### src/hdl/dss_pkg.sv
// Package with the word types, codes and coil tables of the dual stepper sequencer.
package dss_pkg;

	// Input word: a time tick or a move command.
	typedef struct packed {
		logic       kind;
		logic [2:0] move_mode;
		logic       half_step;
		logic [7:0] cycles;
	} in_word_t;

	// Result word: both coil patterns and the move status.
	typedef struct packed {
		logic [3:0] right_coils;
		logic [3:0] left_coils;
		logic       busy_res;
		logic       done_res;
	} out_word_t;

	// Input word kinds.
	localparam logic KIND_TICK  = 1'b0;
	localparam logic KIND_START = 1'b1;

	// Move modes.
	localparam logic [2:0] MODE_BOTH_FWD   = 3'd0;
	localparam logic [2:0] MODE_BOTH_BACK  = 3'd1;
	localparam logic [2:0] MODE_SPOT_RIGHT = 3'd2;
	localparam logic [2:0] MODE_SPOT_LEFT  = 3'd3;
	localparam logic [2:0] MODE_LEFT_FWD   = 3'd4;
	localparam logic [2:0] MODE_LEFT_BACK  = 3'd5;
	localparam logic [2:0] MODE_RIGHT_FWD  = 3'd6;
	localparam logic [2:0] MODE_RIGHT_BACK = 3'd7;

	// Configuration register indexes.
	localparam logic CFG_ON_TIME  = 1'b0;
	localparam logic CFG_OFF_TIME = 1'b1;

	localparam int unsigned CFG_IDX_W  = 1;
	localparam int unsigned CFG_DATA_W = 16;

	// Register reset values.
	localparam logic [15:0] ON_TIME_RESET  = 16'd7000;
	localparam logic [15:0] OFF_TIME_RESET = 16'd1;

	// Pattern held by a motor that does not move in a single-wheel mode.
	localparam logic [3:0] HOLD_PATTERN = 4'h3;

	// Last phase of a half-step and of a full-step cycle.
	localparam logic [2:0] LAST_HALF = 3'd7;
	localparam logic [2:0] LAST_FULL = 3'd3;

	// Motor direction.
	typedef enum logic [1:0] {
		DIR_FWD,
		DIR_BACK,
		DIR_HOLD
	} dir_t;

	// Direction of the right motor for a move mode.
	function automatic dir_t right_dir(input logic [2:0] mode);
		dir_t d;
		unique case (mode)
			MODE_BOTH_FWD:   d = DIR_FWD;
			MODE_BOTH_BACK:  d = DIR_BACK;
			MODE_SPOT_RIGHT: d = DIR_FWD;
			MODE_SPOT_LEFT:  d = DIR_BACK;
			MODE_LEFT_FWD:   d = DIR_HOLD;
			MODE_LEFT_BACK:  d = DIR_HOLD;
			MODE_RIGHT_FWD:  d = DIR_FWD;
			MODE_RIGHT_BACK: d = DIR_BACK;
			default:         d = DIR_HOLD;
		endcase
		return d;
	endfunction

	// Direction of the left motor for a move mode.
	function automatic dir_t left_dir(input logic [2:0] mode);
		dir_t d;
		unique case (mode)
			MODE_BOTH_FWD:   d = DIR_FWD;
			MODE_BOTH_BACK:  d = DIR_BACK;
			MODE_SPOT_RIGHT: d = DIR_BACK;
			MODE_SPOT_LEFT:  d = DIR_FWD;
			MODE_LEFT_FWD:   d = DIR_FWD;
			MODE_LEFT_BACK:  d = DIR_BACK;
			MODE_RIGHT_FWD:  d = DIR_HOLD;
			MODE_RIGHT_BACK: d = DIR_HOLD;
			default:         d = DIR_HOLD;
		endcase
		return d;
	endfunction

	// Forward half-step sequence.
	function automatic logic [3:0] fwd_half(input logic [2:0] p);
		logic [3:0] c;
		unique case (p)
			3'd0:    c = 4'h3;
			3'd1:    c = 4'h2;
			3'd2:    c = 4'h6;
			3'd3:    c = 4'h4;
			3'd4:    c = 4'hC;
			3'd5:    c = 4'h8;
			3'd6:    c = 4'h9;
			3'd7:    c = 4'h1;
			default: c = 4'h0;
		endcase
		return c;
	endfunction

	// Forward full-step sequence.
	function automatic logic [3:0] fwd_full(input logic [1:0] p);
		logic [3:0] c;
		unique case (p)
			2'd0:    c = 4'h3;
			2'd1:    c = 4'h6;
			2'd2:    c = 4'hC;
			2'd3:    c = 4'h9;
			default: c = 4'h0;
		endcase
		return c;
	endfunction

	// Coils of one motor for its direction, the phase and the gap flag.
	// Backward runs the table from its end, which is the bitwise inverse of the index.
	function automatic logic [3:0] coil_pattern(input dir_t d, input logic [2:0] phase,
			input logic half, input logic gap);
		logic [3:0] c;
		logic [2:0] p;
		p = (d == DIR_FWD) ? phase : ~phase;
		if (d == DIR_HOLD) begin
			c = HOLD_PATTERN;
		end else if (gap) begin
			c = 4'h0;
		end else if (half) begin
			c = fwd_half(p);
		end else begin
			c = fwd_full(p[1:0]);
		end
		return c;
	endfunction

endpackage

### src/hdl/dss_seq.sv
// Sequencer state, timing registers and the per-word step and coil logic.
module dss_seq (
	input  logic                        clk,
	input  logic                        arst_n,
	input  logic                        cfg_we,
	input  logic [dss_pkg::CFG_IDX_W-1:0]  cfg_index,
	input  logic [dss_pkg::CFG_DATA_W-1:0] cfg_data,
	input  logic                        step,
	input  dss_pkg::in_word_t           word,
	output dss_pkg::out_word_t          res
);
	import dss_pkg::*;

	logic [15:0] on_time_q;
	logic [15:0] off_time_q;
	logic [2:0]  mode_q;
	logic        half_q;
	logic [2:0]  phase_q;
	logic [7:0]  cycles_left_q;
	logic [15:0] timer_q;
	logic        gap_q;
	logic        running_q;

	logic [2:0]  mode_d;
	logic        half_d;
	logic [2:0]  phase_d;
	logic [7:0]  cycles_left_d;
	logic [15:0] timer_d;
	logic        gap_d;
	logic        running_d;

	logic [15:0] seg_len;
	logic [16:0] timer_inc;
	logic        seg_end;
	logic [2:0]  last_phase;
	logic [7:0]  cycles_dec;

	// Configuration registers.
	always_ff @(posedge clk or negedge arst_n) begin
		if (!arst_n) begin
			on_time_q  <= ON_TIME_RESET;
			off_time_q <= OFF_TIME_RESET;
		end else if (cfg_we) begin
			unique case (cfg_index)
				CFG_ON_TIME:  on_time_q  <= cfg_data;
				CFG_OFF_TIME: off_time_q <= cfg_data;
				default: ;
			endcase
		end
	end

	// Segment length and end test; a zero on time counts as one tick.
	always_comb begin
		if (gap_q) begin
			seg_len = off_time_q;
		end else if (on_time_q == '0) begin
			seg_len = 16'd1;
		end else begin
			seg_len = on_time_q;
		end
		timer_inc  = {1'b0, timer_q} + 17'd1;
		seg_end    = timer_inc >= {1'b0, seg_len};
		last_phase = half_q ? LAST_HALF : LAST_FULL;
		cycles_dec = cycles_left_q - 8'd1;
	end

	// Next state and result for the word being processed.
	always_comb begin
		mode_d        = mode_q;
		half_d        = half_q;
		phase_d       = phase_q;
		cycles_left_d = cycles_left_q;
		timer_d       = timer_q;
		gap_d         = gap_q;
		running_d     = running_q;
		res           = '0;

		if (word.kind == KIND_START) begin
			mode_d        = word.move_mode;
			half_d        = word.half_step;
			cycles_left_d = word.cycles;
			phase_d       = '0;
			timer_d       = '0;
			gap_d         = 1'b0;
			running_d     = word.cycles != '0;
		end else if (running_q) begin
			res.right_coils = coil_pattern(right_dir(mode_q), phase_q, half_q, gap_q);
			res.left_coils  = coil_pattern(left_dir(mode_q), phase_q, half_q, gap_q);
			timer_d = timer_inc[15:0];
			if (seg_end) begin
				timer_d = '0;
				if (!gap_q && off_time_q != '0) begin
					gap_d = 1'b1;
				end else begin
					gap_d = 1'b0;
					if (phase_q >= last_phase) begin
						phase_d       = '0;
						cycles_left_d = cycles_dec;
						if (cycles_dec == '0) begin
							running_d    = 1'b0;
							res.done_res = 1'b1;
						end
					end else begin
						phase_d = phase_q + 3'd1;
					end
				end
			end
		end
		res.busy_res = running_d;
	end

	// Sequencer state, advanced once per processed word.
	always_ff @(posedge clk or negedge arst_n) begin
		if (!arst_n) begin
			mode_q        <= '0;
			half_q        <= 1'b0;
			phase_q       <= '0;
			cycles_left_q <= '0;
			timer_q       <= '0;
			gap_q         <= 1'b0;
			running_q     <= 1'b0;
		end else if (step) begin
			mode_q        <= mode_d;
			half_q        <= half_d;
			phase_q       <= phase_d;
			cycles_left_q <= cycles_left_d;
			timer_q       <= timer_d;
			gap_q         <= gap_d;
			running_q     <= running_d;
		end
	end

endmodule

### src/hdl/dual_stepper_sequencer.sv
// Top level of the dual stepper sequencer: input register, sequencer and result register.
//
// The block takes one word per clock cycle while its results are taken and returns one
// result word for each: a tick word gives the coils of both motors driven during that
// tick, a start word loads a new move and returns coils off. An accepted word sits in
// the input register until the result register is empty or being emptied; the edge
// that moves it on steps the sequencer and loads the result register, which raises
// out_valid. The sequencer state is updated once per word. While the result register
// holds a word that is not taken, a word in the input register stays there and in_ready
// is low in that same cycle. The user must write the on and off times through the
// configuration port only while no word is in flight; the block does not enforce this.
module dual_stepper_sequencer (
	input  logic                           clk,
	input  logic                           arst_n,
	input  logic                           cfg_we,
	input  logic [dss_pkg::CFG_IDX_W-1:0]  cfg_index,
	input  logic [dss_pkg::CFG_DATA_W-1:0] cfg_data,
	input  logic                           in_valid,
	output logic                           in_ready,
	input  dss_pkg::in_word_t              in_data,
	output logic                           out_valid,
	input  logic                           out_ready,
	output dss_pkg::out_word_t             out_data
);
	import dss_pkg::*;

	in_word_t  word_s1;
	logic      valid_s1;
	out_word_t res;
	out_word_t res_q;
	logic      res_valid_q;
	logic      advance;

	// A word moves on when the result register is empty or being emptied.
	assign advance  = valid_s1 && (!res_valid_q || out_ready);
	assign in_ready = !valid_s1 || advance;

	// Input register.
	always_ff @(posedge clk or negedge arst_n) begin
		if (!arst_n) begin
			valid_s1 <= 1'b0;
		end else if (in_ready) begin
			valid_s1 <= in_valid;
		end
	end

	always_ff @(posedge clk) begin
		if (in_ready && in_valid) begin
			word_s1 <= in_data;
		end
	end

	// Sequencer core.
	dss_seq u_seq (
		.clk       (clk),
		.arst_n    (arst_n),
		.cfg_we    (cfg_we),
		.cfg_index (cfg_index),
		.cfg_data  (cfg_data),
		.step      (advance),
		.word      (word_s1),
		.res       (res)
	);

	// Result register.
	always_ff @(posedge clk or negedge arst_n) begin
		if (!arst_n) begin
			res_valid_q <= 1'b0;
		end else if (advance) begin
			res_valid_q <= 1'b1;
		end else if (out_ready) begin
			res_valid_q <= 1'b0;
		end
	end

	always_ff @(posedge clk) begin
		if (advance) begin
			res_q <= res;
		end
	end

	assign out_valid = res_valid_q;
	assign out_data  = res_q;

endmodule

### config.mk
export PLATFORM = sky130hd
export DESIGN_NAME = dual_stepper_sequencer
export DESIGN_NICKNAME = d
export VERILOG_FILES = /design/src/hdl/dss_pkg.sv /design/src/hdl/dss_seq.sv /design/src/hdl/dual_stepper_sequencer.sv
export SDC_FILE = /design/constraint.sdc
export NUM_CORES = 1
export LEC_CHECK = 0
export ABC_AREA = 0
export BUFFER_PORTS_ARGS = -buffer_cell sky130_fd_sc_hd__clkbuf_2
export CAP_MARGIN = 20
export CORE_MARGIN = 2
export CORE_UTILIZATION = 56
export DETAILED_ROUTE_END_ITERATION = 16
export HOLD_SLACK_MARGIN = 0.05
export PLACE_DENSITY = 0.87
export SYNTH_ARGS = -nofsm -noshare
export SYNTH_HDL_FRONTEND = slang
export SYNTH_SLANG_ARGS = --single-unit
### constraint.sdc
create_clock -name clk -period 4.7 [get_ports clk]
set_clock_uncertainty 0.05 [all_clocks]
set_input_delay 0.94 -clock clk [delete_from_list [all_inputs] [get_ports clk]]
set_output_delay 0.94 -clock clk [all_outputs]
set_load 0.05 [all_outputs]
==> summary.md <==
| Metric | Value |
|---|---|
| Critical path class | reg2reg |
| Startpoint Class | register |
| First-pass iteration count of the detailed router | 5 |
| WP data arrival | between 3000 and 4000 ps |
| Vias | between 3,000 and 4,000 |
| Port Buf Inserts | 46 |
| Slew headroom | a little over two fifths |
| # setup viols final | 0 |
| Total gr overflow | 0 |
| Nets | between 500 and 600 |
| Syn_nets | around 530 |
| Post-CTS Hold Fix Bufs | 0 |
| Gr usage total | between 20% and 30% |
| Initial antenna violation count | 0 |
| Post-Syn Instances | roughly 470 |
| Post-Route WL | around 10,000 um |
| Post-synthesis sequential area ratio | 48.0% |
| Met2 WL post-DR | slightly above 5000 um |
| Post-Place Setup Slack | around 1000 ps |
| Inserted Diodes | 0 |
| Status | complete, no violations |
| Post-cts gate resize count | 0 |
| Worst-path clk slew | around 90 ps |
| DR top layer | met4 |
| RSZ-0062 raised after global routing | no |
| Io pins | between 40 and 50 |
| Seq cells post-synth | 90 |
| Syn avg cell area | 10.6 um2 |
| Post-CTS Setup Inserts | 0 |
| Sw frac | approximately a third |
| Post-synth EDFFs | 23 |
| Wire length on met1 | around 4200 um |
| Max IR drop VDD | 0.000256 V |
| Starting density of the core | roughly 57% |
| Distinct cell type count after synthesis | 57 |
| Final hold viol count | 0 |
| Wire per inst | ~16 um |
| Vias in the first global route | between 3,000 and 4,000 |
| Final Cycle Share | 80.1% |
| Max_cap viols | 0 |
| Crit path time final | ~3800 ps |
| Hold Path Class | reg2reg |
| Leak | 2.44 nW |
| Final GP Congestion | just under 0.9 |
| CTS H-tree lvls | 3 |
| P&R area growth vs syn | 10.9% |
| Row Count | 34 |
| Worst Slack Setup Final | 934 ps |
| Fmax | ~0.27 GHz |
| Number of vias per cell | approximately 6.0 |
| Async S/R FF share, synth | between 70 and 80% |
| Mapped Area | between 4000 and 5000 um2 |
| Largest net degree at the start of global routing | 36 |
| Clock power frac | a little under a quarter |
| Placed Instances | slightly above 600 |
| Synth warn | 0 |
| Die area | 9600 um2 |
| Total power | between 2 and 2.5 mW |
| Reg power frac | about 46% |
| PD cells | 420 nW/um2 |
| Sw Pwr | roughly 0.80 mW |
| Share of layout cells above drive strength 1 | approximately 23% |
| First-pass GRT wire length | 17,200 um |
| Pin slew with the least headroom to its limit | 862 ps |
| HPWL Detailed | between 7000 and 8000 um |
| Clock Tree Root | clkbuf_8 |
| Synth Flop Type | dfrtp_1 |
| CTS tree | done |
| Max Buffers Root-to-Sink | 2 |
| Cts bufs inserted | 9 |
| Combinational Power Share | 29.9% |
| Die height | slightly below 100 um |
| Most frequent cells in the layout | dfrtp_1 (59), nand2_1 (57), clkbuf_2 (46) |
| First-iteration detailed-routing DRC count | ~290 |
| Clk_lat worst skew | roughly 370 ps |
| Post-route ant nets | 0 |
| Core area | about 8600 um2 |
| Req. time, crit path | ~4900 ps |
| Drt drc | 0 |
| Power Internal | ~1.5 mW |
| Met3 Wirelength | 589 um |
| Most common cell after layout, fill and taps aside | dfrtp_1 |
| CTS sink cnt | 90 |
| Kind of end point of the critical path | register |
| Non-filler cells, final | ~630 |
| Setup TNS | 0 ps |
| Worst-path fanout max | 13 |
| Fin. max-slew vios | 0 |
| Chip Width | between 90 and 100 um |
-- final cells by class --
type | instances | area (um2)
Timing Repair Buffer | 51 | 288
Fill cell | 629 | 3150
Multi-Input combinational cell | 346 | 2430
Sequential cell | 90 | 2380
Tap cell | 108 | 135
Clock inverter | 3 | 46.3
Clock buffer | 13 | 160
Inverter | 15 | 56.3
-- cells by family after synthesis --
group,share of synthesized area (%)
flops,48.0
buf+inv,2.93
xor+xnor,3.72
mux,11.4
simple gates,17.7
fa+ha+maj,5.82
compound gates,10.4
-- metal layers --
metal,global-route usage (%),vias to the layer above
met3,4.44,34
li1,-,1783
met4,11.3,0
met1,27.2,1806
met5,0,-
met2,37.2,138
-- critical path, stage by stage (launching register included) --
cell	delay [ps]
dfrtp_1	460
ha_1	290
nand4_1	220
or3_1	410
nor2_1	150
xor2_1	240
ha_1	300
nand4_2	130
nor3_2	60
a221oi_1	410
o211ai_4	180
a21boi_4	350
nor4_1	100
a211o_1	290
-- final timing paths --
check                                    endpoint  slack [ps]  cells past startpoint        startpoint
min in group asynchronous     u_seq.off_time_q[9]         620                      1            arst_n
hold reg to reg                      u_seq.half_q         440                      1        word_s1[8]
setup / recovery           u_seq.cycles_left_q[3]         930                     13  u_seq.timer_q[0]
setup reg to reg           u_seq.cycles_left_q[3]         930                     13  u_seq.timer_q[0]
hold / removal                       u_seq.half_q         440                      1        word_s1[8]
max in group asynchronous        u_seq.timer_q[5]        3020                      2            arst_n
-- cell usage after synthesis (all sizes together) (2+ instances only) --
library cell / instances / area share, %
inv: 15 / 1.1
a311oi: 3 / 0.53
mux2i: 16 / 3.2
xor2: 11 / 1.9
buf: 6 / 0.88
or4: 3 / 0.46
mux2: 36 / 8.2
nand2: 57 / 4.3
and2: 2 / 0.25
dfstp: 8 / 4.2
ha: 23 / 5.8
nor3: 9 / 1.1
a21o: 4 / 0.61
nand4: 10 / 1.5
o31ai: 2 / 0.40
nor2: 40 / 3.2
o211ai: 4 / 0.88
nand2b: 7 / 0.88
edfxtp: 23 / 14
or3: 4 / 0.51
a211oi: 7 / 1.1
nor3b: 2 / 0.30
xnor2: 10 / 1.8
nor2b: 4 / 0.51
a21oi: 19 / 2.1
nand3: 21 / 2.2
o21ba: 2 / 0.40
o32ai: 2 / 0.35
o21ai: 15 / 1.5
a31oi: 2 / 0.25
dfrtp: 59 / 30
o22ai: 6 / 0.88
clkbuf: 12 / 0.91
nor4: 14 / 1.8
-- power groups by stage --
stage / sequential, mW / combinational [mW] / clock [mW]
after floorplan: 1.06 / 0.518 / 0
after global placement: 1.08 / 0.611 / 0
after detailed placement: 1.09 / 0.648 / 0
after CTS: 1.08 / 0.653 / 0.557
after global routing: 1.08 / 0.763 / 0.587
final: 1.06 / 0.689 / 0.551
-- registers in the layout, indices dropped and copies added (netlist names), 3 cells and up --
register	cells
out_data	10
u_seq.cycles_left_q	8
u_seq.mode_q	3
u_seq.off_time_q	16
u_seq.on_time_q	16
u_seq.phase_q	3
u_seq.timer_q	16
word_s1	13
-- through the flow --
stage / hold WS (ps) / utilization, % / cell area (um2)
floorplan: 405 / - / 4950
global placement: 411 / 60.9 / 5260
detailed placement: 417 / 60.9 / 5260
CTS: 436 / 63.2 / 5460
global route: 470 / 63.6 / 5490
finish: 436 / 63.6 / 5490
Power figures use the tool's default switching activity.
